--- src/assert_macros.svh ---
`ifndef ASSERT_MACROS_SVH
`define ASSERT_MACROS_SVH

// Both macros sample on clk and are quiet while rst_n is low.

// Implication checked in the same cycle.
`define ASSERT_IMP(lbl, ante, cons) \
  lbl: assert property (@(posedge clk) disable iff (!rst_n) (ante) |-> (cons)) \
    else $error("implication check failed");

// Invariant checked on every rising clock edge.
`define ASSERT_ALWAYS(lbl, expr) \
  lbl: assert property (@(posedge clk) disable iff (!rst_n) (expr)) \
    else $error("invariant check failed");

`endif

--- src/stm_pkg.sv ---
package stm_pkg;

  // default parameter values
  localparam int POS_BITS_DEF       = 32;
  localparam int PROFILE_PERIOD_DEF = 1000;
  localparam int MIN_STEP_IVL_DEF   = 50;

  // field widths
  localparam int CMD_W    = 4;
  localparam int TGT_W    = 32;
  localparam int SPD_W    = 24;
  localparam int MAXSPD_W = 23;
  localparam int ACC_W    = 20;
  localparam int PW_W     = 8;
  localparam int IVL_W    = 20;
  localparam int MODE_W   = 2;
  localparam int DV_W     = 22;
  localparam int CFG_W    = 32;
  localparam int PADDR_W  = 5;

  // commands
  localparam logic [CMD_W-1:0] CMD_TICK     = 4'd0;
  localparam logic [CMD_W-1:0] CMD_MOVE_TO  = 4'd1;
  localparam logic [CMD_W-1:0] CMD_MOVE_REL = 4'd2;
  localparam logic [CMD_W-1:0] CMD_JOG      = 4'd3;
  localparam logic [CMD_W-1:0] CMD_STOP     = 4'd4;
  localparam logic [CMD_W-1:0] CMD_ESTOP    = 4'd5;
  localparam logic [CMD_W-1:0] CMD_SET_POS  = 4'd6;
  localparam logic [CMD_W-1:0] CMD_ENABLE   = 4'd7;
  localparam logic [CMD_W-1:0] CMD_DISABLE  = 4'd8;

  // motion modes
  localparam logic [MODE_W-1:0] MODE_IDLE = 2'd0;
  localparam logic [MODE_W-1:0] MODE_POS  = 2'd1;
  localparam logic [MODE_W-1:0] MODE_JOG  = 2'd2;

  // register indexes (paddr[4:2])
  localparam logic [2:0] REG_MAX_SPEED = 3'd0;
  localparam logic [2:0] REG_ACCEL     = 3'd1;
  localparam logic [2:0] REG_MIN_LIMIT = 3'd2;
  localparam logic [2:0] REG_MAX_LIMIT = 3'd3;
  localparam logic [2:0] REG_SL_EN     = 3'd4;
  localparam logic [2:0] REG_DIR_INV   = 3'd5;
  localparam logic [2:0] REG_PULSE_W   = 3'd6;

  // speed thresholds, 1/256 step/s
  localparam logic [MAXSPD_W-1:0] STOP_THRESH = 23'd13;
  localparam logic [MAXSPD_W-1:0] MOVE_THRESH = 23'd3;
  localparam logic [MAXSPD_W-1:0] VMAX        = 23'h7FFFFF;

  // serial unit widths
  localparam int MUL_A_W  = 34;
  localparam int MUL_B_W  = 23;
  localparam int MUL_P_W  = MUL_A_W + MUL_B_W;
  localparam int DIV_N_W  = 42;
  localparam int DIV_D_W  = 23;
  localparam int SQ_IN_W  = 48;
  localparam int SQ_OUT_W = SQ_IN_W / 2;

  typedef struct packed {
    logic busy;
    logic done;
  } stm_unit_stat_t;

endpackage

--- src/stepper_trapezoid_motion_controller_core.sv ---
// Channel   | Handshake              | Payload
// ----------+------------------------+-------------------------------------------------
// input     | in_valid / in_ready    | in_cmd, in_target_step, in_jog_speed
// result    | out_valid / out_ready  | out_step_level, out_dir_level, out_drive_enabled,
//           |                        | out_position, out_speed, out_motion_mode,
//           |                        | out_moving, out_target_unclamped
// config    | psel/penable/pwrite    | paddr, pwdata, prdata (pready tied high)
//
// One transaction at a time. Commands and plain ticks pass from accept through the
// execute state (and, for an enabled tick, the step state) to the result load; a tick
// that runs the velocity profile (every PROFILE_PERIOD_US enabled ticks) also uses the
// bit-serial multiplier, divider and square root one after another, as its mode needs.
// A new input transaction is accepted while the previous result still waits in the
// output register; the sequencer stalls only at its final stage for that register.
// Reset is synchronous, active low; no clearing pass.
`include "assert_macros.svh"

module stepper_trapezoid_motion_controller_core #(
  parameter int PROFILE_PERIOD_US    = stm_pkg::PROFILE_PERIOD_DEF,
  parameter int MIN_STEP_INTERVAL_US = stm_pkg::MIN_STEP_IVL_DEF,
  parameter int POSITION_BITS        = stm_pkg::POS_BITS_DEF
) (
  input  logic                          clk,
  input  logic                          rst_n,
  // input channel
  input  logic                          in_valid,
  output logic                          in_ready,
  input  logic [stm_pkg::CMD_W-1:0]     in_cmd,
  input  logic signed [stm_pkg::TGT_W-1:0] in_target_step,
  input  logic signed [stm_pkg::SPD_W-1:0] in_jog_speed,
  // result channel
  output logic                          out_valid,
  input  logic                          out_ready,
  output logic                          out_step_level,
  output logic                          out_dir_level,
  output logic                          out_drive_enabled,
  output logic signed [stm_pkg::TGT_W-1:0] out_position,
  output logic signed [stm_pkg::SPD_W-1:0] out_speed,
  output logic [stm_pkg::MODE_W-1:0]    out_motion_mode,
  output logic                          out_moving,
  output logic                          out_target_unclamped,
  // configuration port
  input  logic                          psel,
  input  logic                          penable,
  input  logic                          pwrite,
  input  logic [stm_pkg::PADDR_W-1:0]   paddr,
  input  logic [stm_pkg::CFG_W-1:0]     pwdata,
  output logic [stm_pkg::CFG_W-1:0]     prdata,
  output logic                          pready
);

  // position math width: wide enough for cur + delta and the limits without overflow
  localparam int CW    = ((POSITION_BITS > stm_pkg::TGT_W) ? POSITION_BITS : stm_pkg::TGT_W) + 2;
  localparam int SPW   = $clog2(PROFILE_PERIOD_US + 1);
  localparam int SPD_W = stm_pkg::SPD_W;
  localparam int DV_W  = stm_pkg::DV_W;
  localparam int IVL_W = stm_pkg::IVL_W;
  localparam logic [stm_pkg::MUL_A_W-1:0] DV_SCALE = stm_pkg::MUL_A_W'(256 * PROFILE_PERIOD_US);
  localparam logic [stm_pkg::DIV_D_W-1:0] DEN_US   = stm_pkg::DIV_D_W'(1000000);
  localparam logic [stm_pkg::DIV_D_W-1:0] DEN_PCT  = stm_pkg::DIV_D_W'(100);
  localparam logic [stm_pkg::DIV_N_W-1:0] IVL_NUM  = stm_pkg::DIV_N_W'(256000000);
  localparam logic [IVL_W-1:0]            MIN_IVL  = IVL_W'(MIN_STEP_INTERVAL_US);
  localparam logic [IVL_W-1:0]            IVL_RST  = IVL_W'(1000000);

  typedef enum logic [3:0] {
    ST_IDLE, ST_EXEC, ST_DV_MUL, ST_DV_DIV, ST_POS_CHK, ST_LHS_MUL, ST_VSQ_MUL,
    ST_C_DIV, ST_SQRT, ST_RAMP, ST_JOG, ST_IVL, ST_IVL_DIV, ST_STEP, ST_DONE
  } state_t;

  // configuration
  logic [stm_pkg::MAXSPD_W-1:0]     max_speed_r;
  logic [stm_pkg::ACC_W-1:0]        accel_r;
  logic signed [stm_pkg::TGT_W-1:0] min_limit_r;
  logic signed [stm_pkg::TGT_W-1:0] max_limit_r;
  logic                             sl_en_r;
  logic                             dir_inv_r;
  logic [stm_pkg::PW_W-1:0]         pulse_width_r;

  // axis state
  state_t                           state_r;
  logic signed [POSITION_BITS-1:0]  cur_pos_r;
  logic signed [POSITION_BITS-1:0]  goal_pos_r;
  logic signed [SPD_W-1:0]          vel_r;
  logic signed [SPD_W-1:0]          jog_tgt_r;
  logic [stm_pkg::MODE_W-1:0]       mode_r;
  logic signed [1:0]                mdir_r;
  logic [IVL_W-1:0]                 ivl_r;
  logic [IVL_W-1:0]                 since_step_r;
  logic [SPW-1:0]                   since_prof_r;
  logic [stm_pkg::PW_W-1:0]         pulse_timer_r;
  logic                             pulse_high_r;
  logic                             en_r;
  logic                             dir_pin_r;

  // transaction and profile work registers
  logic [stm_pkg::CMD_W-1:0]        cmd_r;
  logic signed [stm_pkg::TGT_W-1:0] tgt_r;
  logic signed [SPD_W-1:0]          jog_in_r;
  logic                             unclamped_r;
  logic [DV_W-1:0]                  dv_r;
  logic                             rem_neg_r;
  logic [stm_pkg::MAXSPD_W-1:0]     desired_r;
  logic [53:0]                      lhs_r;
  logic [45:0]                      vsq_r;

  // serial unit ports
  logic                             mul_start_r;
  logic [stm_pkg::MUL_A_W-1:0]      mul_a_r;
  logic [stm_pkg::MUL_B_W-1:0]      mul_b_r;
  logic [stm_pkg::MUL_P_W-1:0]      mul_p;
  stm_pkg::stm_unit_stat_t          mul_stat;
  logic                             div_start_r;
  logic [stm_pkg::DIV_N_W-1:0]      div_num_r;
  logic [stm_pkg::DIV_D_W-1:0]      div_den_r;
  logic [stm_pkg::DIV_N_W-1:0]      div_q;
  stm_pkg::stm_unit_stat_t          div_stat;
  logic                             sqrt_start_r;
  logic [stm_pkg::SQ_IN_W-1:0]      sqrt_rad_r;
  logic [stm_pkg::SQ_OUT_W-1:0]     sqrt_root;
  stm_pkg::stm_unit_stat_t          sqrt_stat;

  // result register
  logic                             out_valid_r;
  logic                             out_step_r;
  logic                             out_dir_r;
  logic                             out_en_r;
  logic signed [stm_pkg::TGT_W-1:0] out_pos_r;
  logic signed [SPD_W-1:0]          out_spd_r;
  logic [stm_pkg::MODE_W-1:0]       out_mode_r;
  logic                             out_moving_r;
  logic                             out_unclamped_r;

  // combinational helpers
  logic signed [CW-1:0]             cur_x, goal_x, min_x, max_x, tgt_x;
  logic signed [CW-1:0]             mv_t, mv_c, rem_x, nxt_x;
  logic [CW-1:0]                    mag;
  logic [stm_pkg::MAXSPD_W-1:0]     va;
  logic [stm_pkg::ACC_W-1:0]        a_eff;
  logic [stm_pkg::ACC_W:0]          two_a;
  logic signed [SPD_W-1:0]          jog_c, jt, pos_t, ramp_t, ramp_v;
  logic signed [1:0]                ramp_dir;
  logic [46:0]                      x_sum;
  logic                             cfg_wr;

  function automatic logic signed [SPD_W-1:0] ramp_f(input logic signed [SPD_W-1:0] v,
                                                     input logic signed [SPD_W-1:0] t,
                                                     input logic [DV_W-1:0] dv);
    logic signed [SPD_W+1:0] n;
    n = (SPD_W+2)'(v);
    if (v < t) begin
      n = (SPD_W+2)'(v) + $signed({2'b00, (SPD_W)'(dv)});
      if (n > (SPD_W+2)'(t)) n = (SPD_W+2)'(t);
    end else if (v > t) begin
      n = (SPD_W+2)'(v) - $signed({2'b00, (SPD_W)'(dv)});
      if (n < (SPD_W+2)'(t)) n = (SPD_W+2)'(t);
    end
    return n[SPD_W-1:0];
  endfunction

  always_comb begin
    cur_x  = CW'(cur_pos_r);
    goal_x = CW'(goal_pos_r);
    min_x  = CW'(min_limit_r);
    max_x  = CW'(max_limit_r);
    tgt_x  = CW'(tgt_r);
    rem_x  = goal_x - cur_x;
    mag    = rem_x[CW-1] ? $unsigned(-rem_x) : $unsigned(rem_x);
    nxt_x  = cur_x + CW'(mdir_r);
    va     = vel_r[SPD_W-1] ? stm_pkg::MAXSPD_W'(-vel_r) : vel_r[stm_pkg::MAXSPD_W-1:0];
    a_eff  = (accel_r == '0) ? stm_pkg::ACC_W'(1) : accel_r;
    two_a  = {a_eff, 1'b0};
    x_sum  = 47'(vsq_r) + 47'(div_q[30:0]);

    // move target, clamped to the soft limits when they are enabled (min tested first)
    mv_t = (cmd_r == stm_pkg::CMD_MOVE_REL) ? (cur_x + tgt_x) : tgt_x;
    mv_c = mv_t;
    if (sl_en_r) begin
      if (mv_t < min_x) mv_c = min_x;
      else if (mv_t > max_x) mv_c = max_x;
    end

    // jog speed clamped to +/- max_speed
    jog_c = jog_in_r;
    if (jog_in_r > $signed({1'b0, max_speed_r})) jog_c = $signed({1'b0, max_speed_r});
    if (jog_in_r < -$signed({1'b0, max_speed_r})) jog_c = -$signed({1'b0, max_speed_r});

    // jog target zeroed when pushing into a limit (soft limits enabled)
    jt = jog_tgt_r;
    if (sl_en_r) begin
      if (cur_x >= max_x && jt > 0) jt = '0;
      if (cur_x <= min_x && jt < 0) jt = '0;
    end

    pos_t    = rem_neg_r ? -$signed({1'b0, desired_r}) : $signed({1'b0, desired_r});
    ramp_t   = (state_r == ST_JOG) ? jt : pos_t;
    ramp_v   = ramp_f(vel_r, ramp_t, dv_r);
    ramp_dir = (ramp_v > 0) ? 2'sd1 : ((ramp_v < 0) ? -2'sd1 : 2'sd0);
  end

  // configuration registers
  assign cfg_wr = psel && penable && pwrite && pready;
  assign pready = 1'b1;

  always_ff @(posedge clk) begin
    if (!rst_n) begin
      max_speed_r   <= 23'd2560000;
      accel_r       <= 20'd20000;
      min_limit_r   <= -32'sd100000;
      max_limit_r   <= 32'sd100000;
      sl_en_r       <= 1'b1;
      dir_inv_r     <= 1'b0;
      pulse_width_r <= 8'd5;
    end else if (cfg_wr) begin
      unique case (paddr[4:2])
        stm_pkg::REG_MAX_SPEED: max_speed_r   <= pwdata[stm_pkg::MAXSPD_W-1:0];
        stm_pkg::REG_ACCEL:     accel_r       <= pwdata[stm_pkg::ACC_W-1:0];
        stm_pkg::REG_MIN_LIMIT: min_limit_r   <= $signed(pwdata);
        stm_pkg::REG_MAX_LIMIT: max_limit_r   <= $signed(pwdata);
        stm_pkg::REG_SL_EN:     sl_en_r       <= pwdata[0];
        stm_pkg::REG_DIR_INV:   dir_inv_r     <= pwdata[0];
        stm_pkg::REG_PULSE_W:   pulse_width_r <= pwdata[stm_pkg::PW_W-1:0];
        default: ;
      endcase
    end
  end

  always_comb begin
    unique case (paddr[4:2])
      stm_pkg::REG_MAX_SPEED: prdata = 32'(max_speed_r);
      stm_pkg::REG_ACCEL:     prdata = 32'(accel_r);
      stm_pkg::REG_MIN_LIMIT: prdata = min_limit_r;
      stm_pkg::REG_MAX_LIMIT: prdata = max_limit_r;
      stm_pkg::REG_SL_EN:     prdata = 32'(sl_en_r);
      stm_pkg::REG_DIR_INV:   prdata = 32'(dir_inv_r);
      stm_pkg::REG_PULSE_W:   prdata = 32'(pulse_width_r);
      default:                prdata = '0;
    endcase
  end

  // shared bit-serial arithmetic
  stm_mul u_mul (
    .clk   (clk),
    .rst_n (rst_n),
    .start (mul_start_r),
    .a     (mul_a_r),
    .b     (mul_b_r),
    .p     (mul_p),
    .stat  (mul_stat)
  );

  stm_div u_div (
    .clk   (clk),
    .rst_n (rst_n),
    .start (div_start_r),
    .num   (div_num_r),
    .den   (div_den_r),
    .q     (div_q),
    .stat  (div_stat)
  );

  stm_sqrt u_sqrt (
    .clk   (clk),
    .rst_n (rst_n),
    .start (sqrt_start_r),
    .rad   (sqrt_rad_r),
    .root  (sqrt_root),
    .stat  (sqrt_stat)
  );

  // sequencer: command execution, profile run, step generation, result load
  always_ff @(posedge clk) begin
    if (!rst_n) begin
      state_r       <= ST_IDLE;
      cur_pos_r     <= '0;
      goal_pos_r    <= '0;
      vel_r         <= '0;
      jog_tgt_r     <= '0;
      mode_r        <= stm_pkg::MODE_IDLE;
      mdir_r        <= '0;
      ivl_r         <= IVL_RST;
      since_step_r  <= '0;
      since_prof_r  <= '0;
      pulse_timer_r <= '0;
      pulse_high_r  <= 1'b0;
      en_r          <= 1'b1;
      dir_pin_r     <= 1'b0;
      mul_start_r   <= 1'b0;
      div_start_r   <= 1'b0;
      sqrt_start_r  <= 1'b0;
      out_valid_r   <= 1'b0;
    end else begin
      mul_start_r  <= 1'b0;
      div_start_r  <= 1'b0;
      sqrt_start_r <= 1'b0;
      if (out_valid_r && out_ready) out_valid_r <= 1'b0;

      unique case (state_r)
        ST_IDLE: begin
          if (in_valid) begin
            cmd_r       <= in_cmd;
            tgt_r       <= in_target_step;
            jog_in_r    <= in_jog_speed;
            unclamped_r <= 1'b0;
            state_r     <= ST_EXEC;
          end
        end

        ST_EXEC: begin
          state_r <= ST_DONE;
          unique case (cmd_r)
            stm_pkg::CMD_TICK: begin
              if (en_r) begin
                if (since_step_r != '1) since_step_r <= since_step_r + 1'b1;
                if (pulse_timer_r != '1) pulse_timer_r <= pulse_timer_r + 1'b1;
                if (since_prof_r == SPW'(PROFILE_PERIOD_US - 1)) begin
                  since_prof_r <= '0;
                  if (mode_r == stm_pkg::MODE_IDLE) begin
                    state_r <= ST_IVL;
                  end else begin
                    // dv = a * 256 * period / 1e6
                    mul_a_r     <= DV_SCALE;
                    mul_b_r     <= stm_pkg::MUL_B_W'(a_eff);
                    mul_start_r <= 1'b1;
                    state_r     <= ST_DV_MUL;
                  end
                end else begin
                  since_prof_r <= since_prof_r + 1'b1;
                  state_r      <= ST_STEP;
                end
              end
            end
            stm_pkg::CMD_MOVE_TO, stm_pkg::CMD_MOVE_REL: begin
              en_r        <= 1'b1;
              goal_pos_r  <= mv_c[POSITION_BITS-1:0];
              mode_r      <= stm_pkg::MODE_POS;
              unclamped_r <= (mv_c == mv_t);
            end
            stm_pkg::CMD_JOG: begin
              en_r      <= 1'b1;
              jog_tgt_r <= jog_c;
              mode_r    <= (jog_c != 0 || vel_r != 0) ? stm_pkg::MODE_JOG : stm_pkg::MODE_IDLE;
            end
            stm_pkg::CMD_STOP: begin
              jog_tgt_r  <= '0;
              goal_pos_r <= cur_pos_r;
              mode_r     <= stm_pkg::MODE_JOG;
            end
            stm_pkg::CMD_ESTOP: begin
              vel_r        <= '0;
              jog_tgt_r    <= '0;
              goal_pos_r   <= cur_pos_r;
              mode_r       <= stm_pkg::MODE_IDLE;
              pulse_high_r <= 1'b0;
              en_r         <= 1'b0;
            end
            stm_pkg::CMD_SET_POS: begin
              cur_pos_r  <= tgt_x[POSITION_BITS-1:0];
              goal_pos_r <= tgt_x[POSITION_BITS-1:0];
              vel_r      <= '0;
              mode_r     <= stm_pkg::MODE_IDLE;
            end
            stm_pkg::CMD_ENABLE: en_r <= 1'b1;
            stm_pkg::CMD_DISABLE: begin
              en_r   <= 1'b0;
              mode_r <= stm_pkg::MODE_IDLE;
              vel_r  <= '0;
            end
            default: ;
          endcase
        end

        ST_DV_MUL: begin
          if (mul_stat.done) begin
            div_num_r   <= mul_p[stm_pkg::DIV_N_W-1:0];
            div_den_r   <= DEN_US;
            div_start_r <= 1'b1;
            state_r     <= ST_DV_DIV;
          end
        end

        ST_DV_DIV: begin
          if (div_stat.done) begin
            dv_r    <= (div_q == '0) ? DV_W'(1) : div_q[DV_W-1:0];
            state_r <= (mode_r == stm_pkg::MODE_POS) ? ST_POS_CHK : ST_JOG;
          end
        end

        ST_POS_CHK: begin
          if (rem_x == '0 && va < stm_pkg::STOP_THRESH) begin
            vel_r   <= '0;
            mdir_r  <= '0;
            mode_r  <= stm_pkg::MODE_IDLE;
            state_r <= ST_IVL;
          end else begin
            rem_neg_r <= rem_x[CW-1];
            desired_r <= max_speed_r;
            if (mag[CW-1:33] == '0) begin
              // lhs = |rem| * 2a
              mul_a_r     <= mag[stm_pkg::MUL_A_W-1:0];
              mul_b_r     <= stm_pkg::MUL_B_W'(two_a);
              mul_start_r <= 1'b1;
              state_r     <= ST_LHS_MUL;
            end else begin
              state_r <= ST_RAMP;
            end
          end
        end

        ST_LHS_MUL: begin
          if (mul_stat.done) begin
            lhs_r       <= mul_p[53:0];
            mul_a_r     <= stm_pkg::MUL_A_W'(va);
            mul_b_r     <= va;
            mul_start_r <= 1'b1;
            state_r     <= ST_VSQ_MUL;
          end
        end

        ST_VSQ_MUL: begin
          if (mul_stat.done) begin
            vsq_r       <= mul_p[45:0];
            div_num_r   <= stm_pkg::DIV_N_W'({two_a, 16'h0000});
            div_den_r   <= DEN_PCT;
            div_start_r <= 1'b1;
            state_r     <= ST_C_DIV;
          end
        end

        ST_C_DIV: begin
          if (div_stat.done) begin
            // braking once v^2 + margin covers 2a * remaining
            if (lhs_r <= 54'(x_sum[46:16])) begin
              sqrt_rad_r   <= {lhs_r[31:0], 16'h0000};
              sqrt_start_r <= 1'b1;
              state_r      <= ST_SQRT;
            end else begin
              state_r <= ST_RAMP;
            end
          end
        end

        ST_SQRT: begin
          if (sqrt_stat.done) begin
            desired_r <= sqrt_root[stm_pkg::SQ_OUT_W-1] ? stm_pkg::VMAX
                                                         : sqrt_root[stm_pkg::MAXSPD_W-1:0];
            state_r   <= ST_RAMP;
          end
        end

        ST_RAMP: begin
          vel_r   <= ramp_v;
          mdir_r  <= ramp_dir;
          state_r <= ST_IVL;
        end

        ST_JOG: begin
          jog_tgt_r <= jt;
          vel_r     <= ramp_v;
          if (ramp_v == 0 && jt == 0) begin
            mdir_r <= '0;
            mode_r <= stm_pkg::MODE_IDLE;
          end else begin
            mdir_r <= ramp_dir;
          end
          state_r <= ST_IVL;
        end

        ST_IVL: begin
          if (va >= stm_pkg::STOP_THRESH) begin
            div_num_r   <= IVL_NUM;
            div_den_r   <= va;
            div_start_r <= 1'b1;
            state_r     <= ST_IVL_DIV;
          end else begin
            state_r <= ST_STEP;
          end
        end

        ST_IVL_DIV: begin
          if (div_stat.done) begin
            if (div_q < stm_pkg::DIV_N_W'(MIN_IVL)) ivl_r <= MIN_IVL;
            else if (div_q > stm_pkg::DIV_N_W'({IVL_W{1'b1}})) ivl_r <= '1;
            else ivl_r <= div_q[IVL_W-1:0];
            state_r <= ST_STEP;
          end
        end

        ST_STEP: begin
          if (pulse_high_r && pulse_timer_r >= pulse_width_r) pulse_high_r <= 1'b0;
          if (mdir_r != 0 && va >= stm_pkg::STOP_THRESH && since_step_r >= ivl_r) begin
            since_step_r <= '0;
            dir_pin_r    <= (mdir_r > 0) ^ dir_inv_r;
            if (sl_en_r && ((mdir_r > 0 && nxt_x > max_x) || (mdir_r < 0 && nxt_x < min_x)))
            begin
              // step would leave the limits: halt
              vel_r  <= '0;
              mdir_r <= '0;
              mode_r <= stm_pkg::MODE_IDLE;
            end else begin
              pulse_high_r  <= 1'b1;
              pulse_timer_r <= '0;
              cur_pos_r     <= nxt_x[POSITION_BITS-1:0];
            end
          end
          state_r <= ST_DONE;
        end

        ST_DONE: begin
          if (!out_valid_r || out_ready) begin
            out_valid_r     <= 1'b1;
            out_step_r      <= pulse_high_r;
            out_dir_r       <= dir_pin_r;
            out_en_r        <= en_r;
            out_pos_r       <= cur_x[stm_pkg::TGT_W-1:0];
            out_spd_r       <= vel_r;
            out_mode_r      <= mode_r;
            out_moving_r    <= (mode_r != stm_pkg::MODE_IDLE) || (va >= stm_pkg::MOVE_THRESH);
            out_unclamped_r <= unclamped_r;
            state_r         <= ST_IDLE;
          end
        end

        default: state_r <= ST_IDLE;
      endcase
    end
  end

  assign in_ready             = (state_r == ST_IDLE);
  assign out_valid            = out_valid_r;
  assign out_step_level       = out_step_r;
  assign out_dir_level        = out_dir_r;
  assign out_drive_enabled    = out_en_r;
  assign out_position         = out_pos_r;
  assign out_speed            = out_spd_r;
  assign out_motion_mode      = out_mode_r;
  assign out_moving           = out_moving_r;
  assign out_target_unclamped = out_unclamped_r;

  // a unit is only launched when all three are free
  `ASSERT_IMP(a_start_free, mul_start_r || div_start_r || sqrt_start_r,
              !mul_stat.busy && !div_stat.busy && !sqrt_stat.busy)
  // multiplier results only arrive while the sequencer waits on them
  `ASSERT_IMP(a_mul_done_wait, mul_stat.done,
              state_r == ST_DV_MUL || state_r == ST_LHS_MUL || state_r == ST_VSQ_MUL)
  // step interval never below the floor
  `ASSERT_ALWAYS(a_ivl_floor, ivl_r >= MIN_IVL)
  // velocity stays symmetric: the most negative code never appears
  `ASSERT_ALWAYS(a_vel_bound, vel_r != {1'b1, {(SPD_W-1){1'b0}}})

endmodule

--- src/stm_mul.sv ---
module stm_mul (
  input  logic                          clk,
  input  logic                          rst_n,
  input  logic                          start,
  input  logic [stm_pkg::MUL_A_W-1:0]   a,
  input  logic [stm_pkg::MUL_B_W-1:0]   b,
  output logic [stm_pkg::MUL_P_W-1:0]   p,
  output stm_pkg::stm_unit_stat_t       stat
);

  localparam int CNT_W = $clog2(stm_pkg::MUL_B_W);

  logic [stm_pkg::MUL_P_W-1:0] acc_r;
  logic [stm_pkg::MUL_P_W-1:0] a_sh_r;
  logic [stm_pkg::MUL_B_W-1:0] b_r;
  logic [CNT_W-1:0]            cnt_r;
  logic                        busy_r;
  logic                        done_r;

  // shift-add, one multiplier bit per cycle
  always_ff @(posedge clk) begin
    if (!rst_n) begin
      busy_r <= 1'b0;
      done_r <= 1'b0;
    end else begin
      done_r <= 1'b0;
      if (start) begin
        acc_r  <= '0;
        a_sh_r <= stm_pkg::MUL_P_W'(a);
        b_r    <= b;
        cnt_r  <= '0;
        busy_r <= 1'b1;
      end else if (busy_r) begin
        if (b_r[0]) begin
          acc_r <= acc_r + a_sh_r;
        end
        a_sh_r <= a_sh_r << 1;
        b_r    <= b_r >> 1;
        cnt_r  <= cnt_r + 1'b1;
        if (cnt_r == CNT_W'(stm_pkg::MUL_B_W - 1)) begin
          busy_r <= 1'b0;
          done_r <= 1'b1;
        end
      end
    end
  end

  assign p         = acc_r;
  assign stat.busy = busy_r;
  assign stat.done = done_r;

endmodule

--- src/stm_div.sv ---
module stm_div (
  input  logic                          clk,
  input  logic                          rst_n,
  input  logic                          start,
  input  logic [stm_pkg::DIV_N_W-1:0]   num,
  input  logic [stm_pkg::DIV_D_W-1:0]   den,
  output logic [stm_pkg::DIV_N_W-1:0]   q,
  output stm_pkg::stm_unit_stat_t       stat
);

  localparam int CNT_W = $clog2(stm_pkg::DIV_N_W);

  logic [stm_pkg::DIV_N_W-1:0] nq_r;   // numerator out at top, quotient in at bottom
  logic [stm_pkg::DIV_D_W-1:0] rem_r;
  logic [stm_pkg::DIV_D_W-1:0] den_r;
  logic [CNT_W-1:0]            cnt_r;
  logic                        busy_r;
  logic                        done_r;
  logic [stm_pkg::DIV_D_W:0]   rem_sh;
  logic                        fits;

  assign rem_sh = {rem_r, nq_r[stm_pkg::DIV_N_W-1]};
  assign fits   = (rem_sh >= {1'b0, den_r});

  // restoring division, one quotient bit per cycle
  always_ff @(posedge clk) begin
    if (!rst_n) begin
      busy_r <= 1'b0;
      done_r <= 1'b0;
    end else begin
      done_r <= 1'b0;
      if (start) begin
        nq_r   <= num;
        den_r  <= den;
        rem_r  <= '0;
        cnt_r  <= '0;
        busy_r <= 1'b1;
      end else if (busy_r) begin
        rem_r <= fits ? stm_pkg::DIV_D_W'(rem_sh - {1'b0, den_r})
                      : rem_sh[stm_pkg::DIV_D_W-1:0];
        nq_r  <= {nq_r[stm_pkg::DIV_N_W-2:0], fits};
        cnt_r <= cnt_r + 1'b1;
        if (cnt_r == CNT_W'(stm_pkg::DIV_N_W - 1)) begin
          busy_r <= 1'b0;
          done_r <= 1'b1;
        end
      end
    end
  end

  assign q         = nq_r;
  assign stat.busy = busy_r;
  assign stat.done = done_r;

endmodule

--- src/stm_sqrt.sv ---
module stm_sqrt (
  input  logic                           clk,
  input  logic                           rst_n,
  input  logic                           start,
  input  logic [stm_pkg::SQ_IN_W-1:0]    rad,
  output logic [stm_pkg::SQ_OUT_W-1:0]   root,
  output stm_pkg::stm_unit_stat_t        stat
);

  localparam int CNT_W = $clog2(stm_pkg::SQ_OUT_W);
  localparam int REM_W = stm_pkg::SQ_OUT_W + 2;

  logic [stm_pkg::SQ_IN_W-1:0]  rad_r;
  logic [stm_pkg::SQ_OUT_W-1:0] root_r;
  logic [REM_W-1:0]             rem_r;
  logic [CNT_W-1:0]             cnt_r;
  logic                         busy_r;
  logic                         done_r;
  logic [REM_W+1:0]             rem_sh;
  logic [REM_W+1:0]             trial;
  logic                         fits;

  assign rem_sh = {rem_r, rad_r[stm_pkg::SQ_IN_W-1 -: 2]};
  assign trial  = {2'b00, root_r, 2'b01};
  assign fits   = (rem_sh >= trial);

  // digit-by-digit root, two radicand bits per cycle
  always_ff @(posedge clk) begin
    if (!rst_n) begin
      busy_r <= 1'b0;
      done_r <= 1'b0;
    end else begin
      done_r <= 1'b0;
      if (start) begin
        rad_r  <= rad;
        root_r <= '0;
        rem_r  <= '0;
        cnt_r  <= '0;
        busy_r <= 1'b1;
      end else if (busy_r) begin
        rem_r  <= fits ? REM_W'(rem_sh - trial) : rem_sh[REM_W-1:0];
        root_r <= {root_r[stm_pkg::SQ_OUT_W-2:0], fits};
        rad_r  <= rad_r << 2;
        cnt_r  <= cnt_r + 1'b1;
        if (cnt_r == CNT_W'(stm_pkg::SQ_OUT_W - 1)) begin
          busy_r <= 1'b0;
          done_r <= 1'b1;
        end
      end
    end
  end

  assign root      = root_r;
  assign stat.busy = busy_r;
  assign stat.done = done_r;

endmodule
--- config.mk ---
export PLATFORM = sky130hd
export DESIGN_NAME = stepper_trapezoid_motion_controller_core
export DESIGN_NICKNAME = d
export VERILOG_FILES = /design/src/stm_pkg.sv /design/src/stepper_trapezoid_motion_controller_core.sv /design/src/stm_mul.sv /design/src/stm_div.sv /design/src/stm_sqrt.sv
export VERILOG_INCLUDE_DIRS = /design/src /design/src/src
export SDC_FILE = /design/constraint.sdc
export NUM_CORES = 2
export LEC_CHECK = 0
export ABC_AREA = 0
export CORE_MARGIN = 4
export CORE_UTILIZATION = 50
export CTS_CLUSTER_DIAMETER = 150
export DETAILED_ROUTE_END_ITERATION = 6
export DONT_BUFFER_PORTS = 1
export SLEW_MARGIN = 20
export SYNTH_ARGS = -nofsm -noshare
export SYNTH_HDL_FRONTEND = slang
export SYNTH_SLANG_ARGS = --single-unit
--- constraint.sdc ---
create_clock -name clk -period 12.84 [get_ports clk]
set_input_delay 1.284 -clock clk [delete_from_list [all_inputs] [get_ports clk]]
set_output_delay 1.284 -clock clk [all_outputs]
set_load 0.03 [all_outputs]
==> results.json <==
{
  "die-area_sq_mm": 0.142,
  "antenna_left": 0,
  "grt_pass1_vias": 52500,
  "clockBufferDepth": 3,
  "layout_commonest_cell": "edfxtp_1",
  "rows": 135,
  "area_growth_pct": 8.69,
  "power_frac_comb_pct": 39.3,
  "outcome": "finished with violations",
  "cts-resized-gates": 0,
  "htree_num_levels": 3,
  "slew_headroom_pct": 18.0,
  "fillers": 12100,
  "slew_viol_final": 0,
  "worstHoldPathType": "reg2reg",
  "gr-total-overflow": 0,
  "grtUsageTotal_pct": 30.5,
  "fin_tns_setup_ns": 0,
  "slowest_stage": "nor3_1",
  "synth_edf_count": 740,
  "period_share_pct": 74.0,
  "final_cell_mix": "edfxtp_1, nand2_1, ha_1",
  "port_buffers": 0,
  "netlist_area_sq_mm": 0.0682,
  "cap_violations": 0,
  "hpwl_mm": 169,
  "p_int_mw": 7.99,
  "viasPerCell": 6.26,
  "initial_core_util_pct": 50.4,
  "placed_cells": 8679,
  "cts_tree": "built",
  "cp.arrival_ns": 9.90,
  "path_max_fanout": 59,
  "clk_pin_slew_worst_paths_ns": 0.06,
  "dr.first_iter.drc_count": 5792,
  "post_cts_buffers": 0,
  "antenna_found_initial": 21,
  "clkPwrFrac_pct": 26.8,
  "cp-end-kind": "flip-flop",
  "syn-num-nets": 7903,
  "worstMarginPinSlew_ns": 1.22,
  "seqPwrFrac_pct": 33.9,
  "drc": 6,
  "dr.pass1.iters": 7,
  "critPathLaunchType": "flip-flop",
  "final_util_pct": 54.7,
  "cp_common_cell": "a31oi_1",
  "failed_checks": "DRC",
  "vias": 55800,
  "p_sw_share_pct": 38.5,
  "synth.distinct_cells": 95,
  "ios": 202,
  "routed_wl_mm": 223,
  "min_period_ns": 9.51,
  "die_h_microns": 377,
  "setup_violations": 0,
  "power_leakage_nw": 29.1,
  "whs_ns": 0.418,
  "fin_nets": 7783,
  "syn_inst": 7136,
  "grt_pass1_wl_mm": 332,
  "cts_root_buf": "clkbuf_16",
  "core-area_sq_mm": 0.135,
  "met3_usage_pct": 5.52,
  "peakVddDrop_v": 0.000133,
  "grt_busiest_layer": "met2",
  "synth_ff_type": "edfxtp_1",
  "hold_viol_final": 0,
  "rsz0062_at_grt": "no",
  "clock_latency_ns": 0.77,
  "max_freq_mhz": 105,
  "drt-wirelength-per-cell_microns": 25.0,
  "synth-seq-area-share_pct": 41.6,
  "met2_usage_pct": 48.0,
  "cts_made_buffers": 115,
  "clock-skew-final_ns": 0.0687,
  "globalplace.congestion": 1.02,
  "die_x_microns": 377,
  "clock_sinks": 1048,
  "slowest_delay_ns": 0.70,
  "ys_async_sr_fraction_pct": 0,
  "critPathKind": "reg2reg",
  "drive_gt1_share_pct": 7.92,
  "synth_warnings": 0,
  "cp_top_family": "compound AO/OA/AOI/OAI gates",
  "crit_required_ns": 13.24,
  "power_density_mw_per_mm2": 175,
  "fin_cells": 8910,
  "cp_num_buf_inv": 2,
  "grt_start_max_net_pins": 123,
  "syn_area_per_cell_sq_um": 9.56,
  "p_sw_mw": 5.00,
  "cts_hold_buf": 0,
  "synth-seq-cells": 1048,
  "gr-usage-met1_pct": 41.9
}
cell usage after synthesis, types with 25 or more instances:
library cell,number,area share (%)
edfxtp_1,740,33
nand2_1,673,3.7
ha_1,656,12
nor2_1,628,3.5
a21oi_1,540,4.0
o21ai_0,437,3.2
inv_1,341,1.9
dfxtp_1,308,9.0
clkbuf_1,294,1.6
xnor2_1,188,2.4
a21o_1,159,1.7
xor2_1,158,2.0
nor3_1,146,1.1
nand3_1,145,1.1
mux2_2,132,2.2
nand4_1,108,0.99
nor2b_1,93,0.85
o211ai_1,77,0.85
and3_1,76,0.70
a31oi_1,73,0.67
nand2b_1,72,0.66
a211oi_1,67,0.74
mux2i_1,67,0.98
nor4_1,58,0.53
or3_1,58,0.53
and2_1,53,0.49
o22ai_1,52,0.48
a221oi_1,51,0.65
o31ai_1,51,0.56
a22oi_1,49,0.54
o21a_1,47,0.52
o21bai_1,38,0.42
buf_1,29,0.16
or2_2,25,0.23
metal layers:
metal / vias up / share of wire [%]
met1: 26900 / 43
met3: 408 / 7.9
li1: 26300 / -
met4: 8 / 4.1
met5: - / 0.025
met2: 2105 / 45
final timing paths:
path	to	depth (start not counted)	slack [ns]	start
hold / removal	u_div.den_r[0]$_DFFE_PP_	0	0.42	div_den_r[0]$_DFFE_PP_
setup / recovery	unclamped_r$_SDFFCE_PN0P_	27	3.33	tgt_r[0]$_DFFE_PP_
setup reg to reg	unclamped_r$_SDFFCE_PN0P_	27	3.33	tgt_r[0]$_DFFE_PP_
hold reg to reg	u_div.den_r[0]$_DFFE_PP_	0	0.42	div_den_r[0]$_DFFE_PP_
metrics by stage:
step	total power [mW]	setup slack [ns]	instance area, sq um
after floorplan	7.99	5.51	68200
after global placement	9.41	4.10	70100
after detailed placement	9.46	3.85	70100
after CTS	13.0	3.81	74100
after global routing	13.7	3.15	74100
final	13.0	3.33	74100
worst register-to-register path: cells and delay by family (launching register included):
kind | cells | cell delay [ns]
DFF | 1 | 0.44
AOI/OAI and AO/OA | 11 | 3.61
xor gates and xnor gates | 1 | 0.08
adders and majority gates | 3 | 1.03
muxes | 1 | 0.52
and+or+nand+nor | 9 | 2.77
buffers and inverters | 2 | 0.71
kinds of logic after synthesis:
logic type / share of synthesized area (%)
simple gates: 15.6
fa+ha+maj: 12.2
flops: 41.6
xor+xnor: 4.44
compound gates: 18.5
other cells: 0.00550
mux: 3.79
buf+inv: 3.82
layout make-up:
| class | count | area (sq um) | area share (%) |
|---|---|---|---|
| inverter | 343 | 1290 | 1.74 |
| tap | 1781 | 2230 | 3.01 |
| sequential | 1048 | 28400 | 38.3 |
| timing repair buffer | 99 | 743 | 1.00 |
| multi-input combinational | 5409 | 37500 | 50.5 |
| antenna | 12 | 30.0 | 0.0405 |
| clock buffer | 158 | 3200 | 4.32 |
| clock inverter | 60 | 796 | 1.07 |
power by group through the flow:
| stage | clock [mW] | combinational, mW | sequential, mW |
|---|---|---|---|
| floorplan | 0 | 3.70 | 4.29 |
| global placement | 0 | 4.95 | 4.46 |
| detailed placement | 0 | 4.99 | 4.47 |
| CTS | 3.55 | 5.02 | 4.40 |
| global route | 3.69 | 5.61 | 4.42 |
| finish | 3.48 | 5.11 | 4.40 |
flip-flops by register name, summed over array words and instances, names as in the netlist, 24 cells and up:
signal        flops
mul_a_r          33
max_limit_r      32
out_position     32
min_limit_r      32
u_sqrt.rad_r     32
sqrt_rad_r       32
div_num_r        42
goal_pos_r       32
u_mul.a_sh_r     54
vsq_r            46
cur_pos_r        32
lhs_r            54
vel_r            24
tgt_r            32
out_speed        24
jog_tgt_r        24
u_sqrt.root      24
u_mul.p          54
jog_in_r         24
u_div.q          42
u_sqrt.rem_r     26
(Power assumes the default switching activity.)
